**src/hdl/chsel_pkg.sv**
```systemverilog
// Shared types, codes and constants of the channel selector with drain.
package chsel_pkg;

  // Operation codes of an input item
  localparam logic [2:0] OP_SELECT   = 3'd0;
  localparam logic [2:0] OP_FAIL     = 3'd1;
  localparam logic [2:0] OP_SUCCESS  = 3'd2;
  localparam logic [2:0] OP_COMPLETE = 3'd3;
  localparam logic [2:0] OP_RECOVER  = 3'd4;

  // Result status codes
  localparam logic [1:0] ST_OK      = 2'd0;
  localparam logic [1:0] ST_NONE    = 2'd1;
  localparam logic [1:0] ST_IGNORED = 2'd2;

  // Configuration register indexes
  localparam int CFG_IDX_W  = 2;
  localparam int CFG_DATA_W = 16;
  localparam logic [CFG_IDX_W-1:0] CFG_MODE   = 2'd0;
  localparam logic [CFG_IDX_W-1:0] CFG_LIMIT  = 2'd1;
  localparam logic [CFG_IDX_W-1:0] CFG_THRESH = 2'd2;
  localparam logic [CFG_IDX_W-1:0] CFG_CHANS  = 2'd3;

  // Routing modes
  localparam logic MODE_RR = 1'b0;
  localparam logic MODE_LL = 1'b1;

  // Register reset values and saturation limits
  localparam logic [15:0] LIMIT_RST  = 16'hFFFF;
  localparam logic [7:0]  THRESH_RST = 8'd3;
  localparam logic [7:0]  ERR_MAX    = 8'hFF;
  localparam logic [19:0] TOTAL_MAX  = 20'hFFFFF;

  // Width of the rotation counter
  localparam int ROT_W = 32;

  typedef struct packed {
    logic [2:0] op;
    logic [3:0] channel_id;
  } chsel_in_t;

  typedef struct packed {
    logic        granted;
    logic [3:0]  picked_channel;
    logic        drain_marked;
    logic [1:0]  status;
    logic [19:0] total_inflight;
  } chsel_out_t;

  // One channel table entry
  typedef struct packed {
    logic        draining;
    logic [7:0]  errors;
    logic [15:0] inflight;
  } chsel_entry_t;

  localparam int ENTRY_W = $bits(chsel_entry_t);

  // Controller to datapath commands
  typedef struct packed {
    logic latch_in;
    logic pass_start;
    logic pass_pick;
    logic mod_start;
    logic commit;
  } chsel_cmd_t;

  // Datapath to controller status
  typedef struct packed {
    logic pass_done;
    logic mod_done;
    logic need_mod;
    logic out_free;
  } chsel_stat_t;

endpackage

```
**src/hdl/chsel_ram.sv**
```systemverilog
// Generic single-write, single-read RAM with registered read data.
module chsel_ram #(
  parameter int WIDTH = 8,
  parameter int DEPTH = 16
) (
  input  logic                                  clk_i,
  input  logic                                  we_i,
  input  logic [((DEPTH > 1) ? $clog2(DEPTH) : 1)-1:0] waddr_i,
  input  logic [WIDTH-1:0]                      wdata_i,
  input  logic                                  re_i,
  input  logic [((DEPTH > 1) ? $clog2(DEPTH) : 1)-1:0] raddr_i,
  output logic [WIDTH-1:0]                      rdata_o
);

  logic [WIDTH-1:0] mem_q [DEPTH];
  logic [WIDTH-1:0] rdata_q;

  always_ff @(posedge clk_i) begin
    if (we_i) begin
      mem_q[waddr_i] <= wdata_i;
    end
    if (re_i) begin
      rdata_q <= mem_q[raddr_i];
    end
  end

  assign rdata_o = rdata_q;

endmodule

```
**src/hdl/chsel_mod.sv**
```systemverilog
// Bit-serial remainder unit: rotation counter modulo the active channel count.
module chsel_mod #(
  parameter int DIV_W = 5
) (
  input  logic                        clk_i,
  input  logic                        rst_ni,
  input  logic                        start_i,
  input  logic [chsel_pkg::ROT_W-1:0] dividend_i,
  input  logic [DIV_W-1:0]            divisor_i,
  output logic                        done_o,
  output logic [DIV_W-1:0]            rem_o
);

  localparam int CNT_W = $clog2(chsel_pkg::ROT_W);

  logic                        busy_q, busy_d;
  logic                        done_q, done_d;
  logic [CNT_W-1:0]            cnt_q, cnt_d;
  logic [chsel_pkg::ROT_W-1:0] dvd_q, dvd_d;
  logic [DIV_W-1:0]            div_q, div_d;
  logic [DIV_W-1:0]            rem_q, rem_d;
  logic [DIV_W:0]              trial;

  always_comb begin
    busy_d = busy_q;
    done_d = 1'b0;
    cnt_d  = cnt_q;
    dvd_d  = dvd_q;
    div_d  = div_q;
    rem_d  = rem_q;
    trial  = {rem_q, dvd_q[chsel_pkg::ROT_W-1]};
    if (start_i) begin
      busy_d = 1'b1;
      cnt_d  = CNT_W'(chsel_pkg::ROT_W - 1);
      dvd_d  = dividend_i;
      div_d  = divisor_i;
      rem_d  = '0;
    end else if (busy_q) begin
      // restoring step: one dividend bit a cycle, remainder stays below divisor
      if (trial >= {1'b0, div_q}) begin
        rem_d = DIV_W'(trial - {1'b0, div_q});
      end else begin
        rem_d = DIV_W'(trial);
      end
      dvd_d = dvd_q << 1;
      cnt_d = cnt_q - 1'b1;
      if (cnt_q == '0) begin
        busy_d = 1'b0;
        done_d = 1'b1;
      end
    end
  end

  always_ff @(posedge clk_i or negedge rst_ni) begin
    if (!rst_ni) begin
      busy_q <= 1'b0;
      done_q <= 1'b0;
      cnt_q  <= '0;
    end else begin
      busy_q <= busy_d;
      done_q <= done_d;
      cnt_q  <= cnt_d;
    end
  end

  always_ff @(posedge clk_i) begin
    dvd_q <= dvd_d;
    div_q <= div_d;
    rem_q <= rem_d;
  end

  assign done_o = done_q;
  assign rem_o  = rem_q;

endmodule

```
**src/hdl/chsel_dp.sv**
```systemverilog
// Datapath: configuration, channel table, scan passes, update and result register.
module chsel_dp #(
  parameter int CHANNELS = 16
) (
  input  logic                             clk_i,
  input  logic                             rst_ni,
  input  logic                             cfg_we_i,
  input  logic [chsel_pkg::CFG_IDX_W-1:0]  cfg_idx_i,
  input  logic [chsel_pkg::CFG_DATA_W-1:0] cfg_wdata_i,
  input  chsel_pkg::chsel_in_t             in_data_i,
  input  chsel_pkg::chsel_cmd_t            cmd_i,
  output chsel_pkg::chsel_stat_t           stat_o,
  output logic                             out_valid_o,
  input  logic                             out_stall_i,
  output chsel_pkg::chsel_out_t            out_data_o
);

  localparam int AW     = (CHANNELS > 1) ? $clog2(CHANNELS) : 1;
  localparam int CW     = $clog2(CHANNELS + 1);
  localparam int XW     = (CW > 4) ? CW : 4;
  localparam int SW_RAW = 17 + $clog2(CHANNELS);
  localparam int SW     = (SW_RAW > 21) ? SW_RAW : 21;

  // configuration
  logic        mode_q;
  logic [15:0] limit_q;
  logic [7:0]  thresh_q;
  logic [4:0]  chans_q;

  chsel_pkg::chsel_in_t in_q;
  logic [chsel_pkg::ROT_W-1:0] rot_q;
  logic [CHANNELS-1:0] valid_q;

  // scan pass
  logic          pass_act_q, pick_q, rd_vld_q, vbit_q;
  logic [CW-1:0] idx_q, act_cnt_q, rank_q;
  logic [AW-1:0] rd_idx_q;
  logic [SW-1:0] sum_q;
  chsel_pkg::chsel_entry_t tgt_q, a_word_q, b_word_q;
  logic          a_found_q, b_found_q;
  logic [AW-1:0] a_idx_q, b_idx_q;

  logic                  out_vld_q;
  chsel_pkg::chsel_out_t out_q;

  logic [CW-1:0] live_n, start_w;
  logic          issue, pass_done, mod_done, elig, ch_ok, bad, tgt_hit, need_mod;
  logic [chsel_pkg::ENTRY_W-1:0] ram_rdata;
  chsel_pkg::chsel_entry_t rd_e, sel_word, wr_word;
  logic [AW-1:0] sel_idx, wr_addr;
  logic          pick_found, wr_en, inc;
  logic [15:0]   dec;
  logic [SW-1:0] sum_adj;
  chsel_pkg::chsel_out_t res;

  assign live_n    = (32'(chans_q) > CHANNELS) ? CW'(CHANNELS) : CW'(chans_q);
  assign issue     = pass_act_q && (idx_q < live_n);
  assign pass_done = pass_act_q && !issue && !rd_vld_q;

  // never-written entries read as the reset value
  assign rd_e    = vbit_q ? chsel_pkg::chsel_entry_t'(ram_rdata) : '0;
  assign elig    = !rd_e.draining && (rd_e.inflight < limit_q);
  assign ch_ok   = XW'(in_q.channel_id) < XW'(live_n);
  assign bad     = (in_q.op > chsel_pkg::OP_RECOVER) || !ch_ok;
  assign tgt_hit = XW'(rd_idx_q) == XW'(in_q.channel_id);
  assign need_mod = (in_q.op == chsel_pkg::OP_SELECT) && (mode_q == chsel_pkg::MODE_RR) &&
                    (act_cnt_q != '0);

  chsel_ram #(
    .WIDTH (chsel_pkg::ENTRY_W),
    .DEPTH (CHANNELS)
  ) u_table (
    .clk_i   (clk_i),
    .we_i    (cmd_i.commit && wr_en),
    .waddr_i (wr_addr),
    .wdata_i (wr_word),
    .re_i    (issue),
    .raddr_i (AW'(idx_q)),
    .rdata_o (ram_rdata)
  );

  chsel_mod #(
    .DIV_W (CW)
  ) u_mod (
    .clk_i      (clk_i),
    .rst_ni     (rst_ni),
    .start_i    (cmd_i.mod_start),
    .dividend_i (rot_q),
    .divisor_i  (act_cnt_q),
    .done_o     (mod_done),
    .rem_o      (start_w)
  );

  // update of the chosen entry and the result
  always_comb begin
    pick_found = (mode_q == chsel_pkg::MODE_LL) ? a_found_q : (a_found_q || b_found_q);
    sel_idx    = ((mode_q == chsel_pkg::MODE_LL) || a_found_q) ? a_idx_q : b_idx_q;
    sel_word   = ((mode_q == chsel_pkg::MODE_LL) || a_found_q) ? a_word_q : b_word_q;
    wr_en      = 1'b0;
    wr_addr    = sel_idx;
    wr_word    = sel_word;
    inc        = 1'b0;
    dec        = '0;
    res        = '0;
    if (in_q.op == chsel_pkg::OP_SELECT) begin
      if (pick_found) begin
        wr_en              = 1'b1;
        wr_word.inflight   = sel_word.inflight + 16'd1;
        inc                = 1'b1;
        res.granted        = 1'b1;
        res.picked_channel = 4'(sel_idx);
      end else begin
        res.status = chsel_pkg::ST_NONE;
      end
    end else if (bad) begin
      res.status = chsel_pkg::ST_IGNORED;
    end else begin
      wr_addr = AW'(in_q.channel_id);
      wr_word = tgt_q;
      case (in_q.op)
        chsel_pkg::OP_FAIL: begin
          wr_en = 1'b1;
          if (tgt_q.errors != chsel_pkg::ERR_MAX) begin
            wr_word.errors = tgt_q.errors + 8'd1;
          end
          if ((wr_word.errors >= thresh_q) && !tgt_q.draining) begin
            wr_word.draining = 1'b1;
            res.drain_marked = 1'b1;
          end
        end
        chsel_pkg::OP_SUCCESS: begin
          wr_en          = 1'b1;
          wr_word.errors = '0;
        end
        chsel_pkg::OP_COMPLETE: begin
          if (tgt_q.inflight != '0) begin
            wr_en            = 1'b1;
            dec              = 16'd1;
            wr_word.inflight = tgt_q.inflight - 16'd1;
          end
        end
        chsel_pkg::OP_RECOVER: begin
          if (tgt_q.draining) begin
            wr_en   = 1'b1;
            dec     = tgt_q.inflight;
            wr_word = '0;
          end
        end
        default: begin
          res.status = chsel_pkg::ST_IGNORED;
        end
      endcase
    end
    // total after the step: pre-step sum plus this step's change, saturated
    sum_adj = sum_q + SW'(inc) - SW'(dec);
    res.total_inflight = (sum_adj > SW'(chsel_pkg::TOTAL_MAX)) ? chsel_pkg::TOTAL_MAX :
                         sum_adj[19:0];
  end

  always_ff @(posedge clk_i or negedge rst_ni) begin
    if (!rst_ni) begin
      mode_q    <= chsel_pkg::MODE_RR;
      limit_q   <= chsel_pkg::LIMIT_RST;
      thresh_q  <= chsel_pkg::THRESH_RST;
      chans_q   <= '0;
      rot_q     <= '0;
      valid_q   <= '0;
      out_vld_q <= 1'b0;
    end else begin
      if (cfg_we_i) begin
        case (cfg_idx_i)
          chsel_pkg::CFG_MODE:   mode_q   <= cfg_wdata_i[0];
          chsel_pkg::CFG_LIMIT:  limit_q  <= cfg_wdata_i;
          chsel_pkg::CFG_THRESH: thresh_q <= cfg_wdata_i[7:0];
          chsel_pkg::CFG_CHANS:  chans_q  <= cfg_wdata_i[4:0];
          default: ;
        endcase
      end
      if (cmd_i.commit) begin
        out_vld_q <= 1'b1;
        if (need_mod) begin
          rot_q <= rot_q + 1'b1;
        end
        if (wr_en) begin
          valid_q[wr_addr] <= 1'b1;
        end
      end else if (out_vld_q && !out_stall_i) begin
        out_vld_q <= 1'b0;
      end
    end
  end

  always_ff @(posedge clk_i or negedge rst_ni) begin
    if (!rst_ni) begin
      pass_act_q <= 1'b0;
      pick_q     <= 1'b0;
      rd_vld_q   <= 1'b0;
      idx_q      <= '0;
      a_found_q  <= 1'b0;
      b_found_q  <= 1'b0;
      act_cnt_q  <= '0;
      rank_q     <= '0;
    end else begin
      if (pass_act_q) begin
        rd_vld_q <= issue;
        if (issue) begin
          idx_q <= idx_q + 1'b1;
        end
        if (pass_done) begin
          pass_act_q <= 1'b0;
        end
      end
      if (rd_vld_q) begin
        if (!pick_q) begin
          if (!rd_e.draining) begin
            act_cnt_q <= act_cnt_q + 1'b1;
          end
          if (elig && (!a_found_q || (rd_e.inflight < a_word_q.inflight))) begin
            a_found_q <= 1'b1;
          end
        end else if (!rd_e.draining) begin
          rank_q <= rank_q + 1'b1;
          if (elig && !a_found_q && (rank_q >= start_w)) begin
            a_found_q <= 1'b1;
          end
          if (elig && !b_found_q) begin
            b_found_q <= 1'b1;
          end
        end
      end
      if (cmd_i.pass_start) begin
        pass_act_q <= 1'b1;
        pick_q     <= cmd_i.pass_pick;
        rd_vld_q   <= 1'b0;
        idx_q      <= '0;
        a_found_q  <= 1'b0;
        b_found_q  <= 1'b0;
        rank_q     <= '0;
        if (!cmd_i.pass_pick) begin
          act_cnt_q <= '0;
        end
      end
    end
  end

  // payload registers of the scan
  always_ff @(posedge clk_i) begin
    if (cmd_i.latch_in) begin
      in_q <= in_data_i;
    end
    if (issue) begin
      rd_idx_q <= AW'(idx_q);
      vbit_q   <= valid_q[AW'(idx_q)];
    end
    if (cmd_i.pass_start && !cmd_i.pass_pick) begin
      sum_q <= '0;
    end else if (rd_vld_q && !pick_q) begin
      sum_q <= sum_q + SW'(rd_e.inflight);
    end
    if (rd_vld_q) begin
      if (!pick_q) begin
        if (tgt_hit) begin
          tgt_q <= rd_e;
        end
        if (elig && (!a_found_q || (rd_e.inflight < a_word_q.inflight))) begin
          a_idx_q  <= rd_idx_q;
          a_word_q <= rd_e;
        end
      end else if (!rd_e.draining) begin
        if (elig && !a_found_q && (rank_q >= start_w)) begin
          a_idx_q  <= rd_idx_q;
          a_word_q <= rd_e;
        end
        if (elig && !b_found_q) begin
          b_idx_q  <= rd_idx_q;
          b_word_q <= rd_e;
        end
      end
    end
    if (cmd_i.commit) begin
      out_q <= res;
    end
  end

  assign stat_o.pass_done = pass_done;
  assign stat_o.mod_done  = mod_done;
  assign stat_o.need_mod  = need_mod;
  assign stat_o.out_free  = !out_vld_q || !out_stall_i;

  assign out_valid_o = out_vld_q;
  assign out_data_o  = out_q;

endmodule

```
**src/hdl/chsel_ctrl.sv**
```systemverilog
// Controller: sequences the scan passes, the remainder unit and the commit of one item.
module chsel_ctrl (
  input  logic                   clk_i,
  input  logic                   rst_ni,
  input  logic                   in_valid_i,
  output logic                   in_stall_o,
  input  chsel_pkg::chsel_stat_t stat_i,
  output chsel_pkg::chsel_cmd_t  cmd_o
);

  localparam logic [2:0] S_IDLE   = 3'd0;
  localparam logic [2:0] S_PRE    = 3'd1;
  localparam logic [2:0] S_MOD    = 3'd2;
  localparam logic [2:0] S_PICK   = 3'd3;
  localparam logic [2:0] S_COMMIT = 3'd4;

  logic [2:0] state_q, state_d;

  assign in_stall_o = (state_q != S_IDLE);

  always_comb begin
    state_d = state_q;
    cmd_o   = '0;
    case (state_q)
      S_IDLE: begin
        if (in_valid_i) begin
          cmd_o.latch_in   = 1'b1;
          cmd_o.pass_start = 1'b1;
          state_d          = S_PRE;
        end
      end
      S_PRE: begin
        if (stat_i.pass_done) begin
          if (stat_i.need_mod) begin
            cmd_o.mod_start = 1'b1;
            state_d         = S_MOD;
          end else begin
            state_d = S_COMMIT;
          end
        end
      end
      S_MOD: begin
        if (stat_i.mod_done) begin
          cmd_o.pass_start = 1'b1;
          cmd_o.pass_pick  = 1'b1;
          state_d          = S_PICK;
        end
      end
      S_PICK: begin
        if (stat_i.pass_done) begin
          state_d = S_COMMIT;
        end
      end
      S_COMMIT: begin
        // hold until the result register can take the item
        if (stat_i.out_free) begin
          cmd_o.commit = 1'b1;
          state_d      = S_IDLE;
        end
      end
      default: begin
        state_d = S_IDLE;
      end
    endcase
  end

  always_ff @(posedge clk_i or negedge rst_ni) begin
    if (!rst_ni) begin
      state_q <= S_IDLE;
    end else begin
      state_q <= state_d;
    end
  end

endmodule

```
**src/hdl/channel_selector_with_drain_unit.sv**
```systemverilog
// Top level of the channel selector with drain: controller plus datapath.
//
// Usage:
//   Input channel (in_valid_i / in_stall_o / in_data_i) carries one request item:
//   select, failure, success, completion or recover, with a target channel.
//   Output channel (out_valid_o / out_stall_i / out_data_o) returns exactly one
//   result item per request: grant, picked channel, drain mark, status and total
//   in-flight count over the live channels.
//   Configuration is a plain write port (cfg_we_i, cfg_idx_i, cfg_wdata_i); write
//   it only while no request is outstanding.
// Operation (n = live channels, min of channels_in_use and CHANNELS):
//   one scan of the table memory, one entry a cycle over the n live entries,
//   gives the result; a round-robin select with an active channel also runs the
//   bit-serial remainder and a second scan. One item is in work at a
//   time; the next is accepted the cycle after the previous one is committed.
// Reset: the table reads as all active with zero counts (per-entry valid bits),
//   the rotation counter is zero and the registers take their reset values.
//   No clearing pass is needed.
// Stall: a finished result waits in the output register; a further item may be
//   accepted and worked on, and holds before commit until that register frees.
module channel_selector_with_drain_unit #(
  parameter int CHANNELS = 16
) (
  input  logic                             clk_i,
  input  logic                             rst_ni,
  input  logic                             in_valid_i,
  output logic                             in_stall_o,
  input  chsel_pkg::chsel_in_t             in_data_i,
  output logic                             out_valid_o,
  input  logic                             out_stall_i,
  output chsel_pkg::chsel_out_t            out_data_o,
  input  logic                             cfg_we_i,
  input  logic [chsel_pkg::CFG_IDX_W-1:0]  cfg_idx_i,
  input  logic [chsel_pkg::CFG_DATA_W-1:0] cfg_wdata_i
);

  // command and status between the sequencer and the datapath
  chsel_pkg::chsel_cmd_t  cmd;
  chsel_pkg::chsel_stat_t stat;

  // sequencer: accept, scan, optional remainder and pick scan, commit
  chsel_ctrl u_ctrl (
    .clk_i      (clk_i),
    .rst_ni     (rst_ni),
    .in_valid_i (in_valid_i),
    .in_stall_o (in_stall_o),
    .stat_i     (stat),
    .cmd_o      (cmd)
  );

  // datapath: registers, channel table, scan logic and result register
  chsel_dp #(
    .CHANNELS (CHANNELS)
  ) u_dp (
    .clk_i       (clk_i),
    .rst_ni      (rst_ni),
    .cfg_we_i    (cfg_we_i),
    .cfg_idx_i   (cfg_idx_i),
    .cfg_wdata_i (cfg_wdata_i),
    .in_data_i   (in_data_i),
    .cmd_i       (cmd),
    .stat_o      (stat),
    .out_valid_o (out_valid_o),
    .out_stall_i (out_stall_i),
    .out_data_o  (out_data_o)
  );

endmodule

```
**config.mk**
```make
export PLATFORM = sky130hd
export DESIGN_NAME = channel_selector_with_drain_unit
export DESIGN_NICKNAME = d
export VERILOG_FILES = /design/src/hdl/chsel_pkg.sv /design/src/hdl/chsel_ram.sv /design/src/hdl/chsel_mod.sv /design/src/hdl/chsel_dp.sv /design/src/hdl/chsel_ctrl.sv /design/src/hdl/channel_selector_with_drain_unit.sv
export SDC_FILE = /design/constraint.sdc
export NUM_CORES = 1
export LEC_CHECK = 0
export BUFFER_PORTS_ARGS = -buffer_cell sky130_fd_sc_hd__buf_4
export CAP_MARGIN = 20
export CORE_MARGIN = 8
export CORE_UTILIZATION = 25
export CTS_CLUSTER_SIZE = 24
export DETAILED_ROUTE_END_ITERATION = 6
export PLACE_DENSITY_LB_ADDON = 0.12
export SLEW_MARGIN = 20
export SYNTH_ARGS = -nofsm -noshare
export SYNTH_HDL_FRONTEND = slang
export SYNTH_SLANG_ARGS = --single-unit
```
**constraint.sdc**
```tcl
create_clock -name clk_i -period 5.76 [get_ports clk_i]
set_clock_uncertainty 0.15 [all_clocks]
set_input_delay 0.576 -clock clk_i [delete_from_list [all_inputs] [get_ports clk_i]]
set_output_delay 0.576 -clock clk_i [all_outputs]
set_load 0.02 [all_outputs]
```
==> impl_metrics.yaml <==
outcome:
  status: "finished, final reports clean"
floorplanning:
  start_util: 0.252
  io_pins: 60
  coreArea_sq_um: 130000
  die_area_sq_um: 143000
  rows: 132
  die_y_um: 378
  fp.dieW_um: 378
critical_path:
  cp_slowest_cell: "xnor2_4"
  max_stage_delay_ns: 0.49
  rr_worst_depth: 17
  crit_type: "flip-flop to flip-flop"
  critPathRequiredTime_ns: 5.97
  crit_chain: "inv_1 -> nand2_1 -> ha_1 -> a21o_1 -> a211oi_1 -> o21ai_2 -> nor2_1 -> buf_4 -> nand2_1 -> ha_1 -> ha_1 -> a2111o_1 -> o21a_1 -> o21ai_0 -> o211ai_1 -> xnor2_4 -> o21ai_0"
  cp_max_fo: 20
  cp-end-kind: "flip-flop"
  cpMostUsedCell: "ha_1"
  crit_path_start_kind: "flip-flop"
  crit_arrival_ns: 5.44
synth:
  ys_top_cells_by_area: "edfxtp_1 (54%), mux4_2 (9.0%), dfrtp_1 (7.0%)"
  synth_nets: 2342
  postSynthAreaPerCell_sq_um: 14.9
  ys_ff_latch: 719
  netlist_instances: 2189
  synthArstFlopShare: 0.152
  synth_edf_count: 584
  seq_area_frac_synth: 0.636
  ys_types: 87
  netlist_area_sq_um: 32700
  synth_warnings: 0
  synth_largest_area_cell: "edfxtp_1"
  synthFlopType: "edfxtp_1"
  netlist.area_leader.share: 0.536
sta:
  fin_crit_sh: 0.908
  maxSlewViolCount: 0
  holdWs_ns: 0.0456
  worst_pin_slew_ns: 1.10
  fin_crit_ns: 5.23
  relSlewSlack: 0.267
  setup_violations: 0
  finalHoldViolCount: 0
  clock.fmax_mhz: 191
  setup_tns_ns: 0
  grt_setup_unrepaired: "false"
final_layout:
  area_growth_pct: 18.5
  register_area_sq_um: 20800
  final_common_cell: "edfxtp_1"
  fin_nets: 2501
  multi_input_area_sq_um: 11500
  final_cells: 4158
  final_cell_mix: "edfxtp_1 (584), nand2_1 (145), buf_4 (134)"
  fillers: 12900
  drive_gt1_frac: 0.220
detailed_routing:
  dr.first_iter.drc_count: 1134
  vias: 19300
  detail-route-antenna-nets: 0
  routed_wl_um: 95300
  drc: 0
  firstDrtPassIters: 6
  via_per_inst: 4.64
  avgRoutedWirePerCell_um: 22.9
global_route:
  grt_overflow: 0
  busiest_layer: "met2"
  grt_pass1_vias: 20300
  met1_usage: 0.175
  grt_max_degree: 72
  antenna_found_initial: 6
  grt_usage: 0.132
  grt_pass1_wl_um: 140000
  grtUsageMet2: 0.218
  grt_use_met3: 0.0260
placement:
  io_buffers: 59
  placed_cells: 3987
  place.gp.congestion: 0.835
  hpwl_um: 60500
cts:
  htreeDepth: 3
  root_buffer: "clkbuf_16"
  cts_sinks: 719
  cts_tree: "yes"
  cts_buffer_depth: 3
  cts-buffers-inserted: 85
  post_cts_buffers: 0
  path_clk_slew_ns: 0.06
  clk-insertion-delay-late_ns: 0.65
worst_hold_path:
  holdCritPathClass: "primary input to flip-flop"
  hold_path_depth: 1
power_and_ir_drop:
  cellLeakagePower_nw: 13.6
  power.density_nw_per_um2: 513
  peakVddDrop_mv: 0.284
run:
  cap_violations: 0
worst paths after layout:
kind                                  from             endpoint  slack (ns)
setup / recovery           u_dp.chans_q[4]   u_dp.out_data_o[4]        0.53
hold / removal                in_data_i[3]         u_dp.in_q[3]        0.05
setup reg to reg           u_dp.chans_q[4]   u_dp.out_data_o[4]        0.53
hold reg to reg             u_dp.rot_q[31]       u_dp.rot_q[31]        0.32
max in group asynchronous           rst_ni        u_dp.idx_q[0]        3.82
min in group asynchronous           rst_ni  u_dp.u_mod.cnt_q[3]        0.50
routing by layer:
| layer | vias to the layer above | share of wire |
|---|---|---|
| li1 | 8789 | - |
| met1 | 9963 | 0.45 |
| met2 | 425 | 0.48 |
| met3 | 125 | 0.048 |
| met4 | 2 | 0.025 |
| met5 | - | 0.00014 |
repair_timing:
action | 4_1_cts | 5_1_grt
endpoints found under the setup margin | 0 | 8
hold buffers | 16 | 0
hold endpoints to repair | 77 | 0
resized for setup | 0 | 1
layout make-up:
type                       instances  share of cell area
sequential                       719               0.537
multi-input combinational       1296               0.296
clock buffer                     111              0.0598
tap                             1742              0.0562
timing repair buffer             151              0.0306
clock inverter                    42              0.0112
inverter                          95             0.00923
antenna                            2            0.000129
state kept, by name, indices dropped and copies added (netlist names), 24 cells and up:
| name | cells |
|---|---|
| u_dp.u_table.rdata_o | 25 |
| u_dp.b_word_q | 24 |
| u_dp.tgt_q | 25 |
| u_dp.out_data_o | 28 |
| u_dp.u_mod.dvd_q | 32 |
| u_dp.a_word_q | 25 |
| u_dp.rot_q | 32 |
| u_dp.u_table.mem_q | 400 |
power breakdown:
| group | switching, mW | internal [mW] |
|---|---|---|
| clock network | 2.14 | 3.23 |
| registers | 0.526 | 7.03 |
| logic | 4.30 | 2.68 |
metrics by stage:
step | setup slack, ns | total power [mW] | utilization | instance area (sq um)
floorplan | 0.664 | 12.0 | - | 32700
CTS | 0.274 | 20.2 | 0.299 | 38700
global route | 0.141 | 21.1 | 0.299 | 38800
finish | 0.529 | 19.9 | 0.299 | 38800
detailed placement | 0.297 | 14.7 | 0.276 | 35800
global placement | 0.331 | 14.6 | 0.276 | 35800
synth_stat cells, drive strengths merged, types with 21 or more instances:
cell	instances
edfxtp	584
nand2	145
mux4	130
ha	120
nor2	118
inv	93
dfrtp	91
a21oi	87
o21ai	81
mux2	67
clkbuf	54
xnor2	52
nor3	43
nand3	39
and2	35
xor2	35
mux2i	34
dfxtp	26
buf	25
nand4	23
a21o	21
o21bai	21
worst max-delay path: cells and delay by family, from the launching register on:
family | cells | cell delay (ns)
AND/OR/NAND/NOR | 3 | 0.32
flip-flops | 1 | 0.41
AO/OA/AOI/OAI | 8 | 2.19
adder cells (fa/ha/maj) | 3 | 0.97
XOR/XNOR | 1 | 0.49
buffers and inverters | 2 | 0.39
logic make-up after synthesis:
kind of cell / count (synthesis) / synth area share
buffers and inverters: 174 / 0.0213
DFF: 719 / 0.636
adders and majority gates: 123 / 0.0477
and+or+nand+nor: 528 / 0.0834
muxes: 231 / 0.123
xor gates and xnor gates: 87 / 0.0233
AOI/OAI and AO/OA: 327 / 0.0648
(Power assumes the default switching activity.)
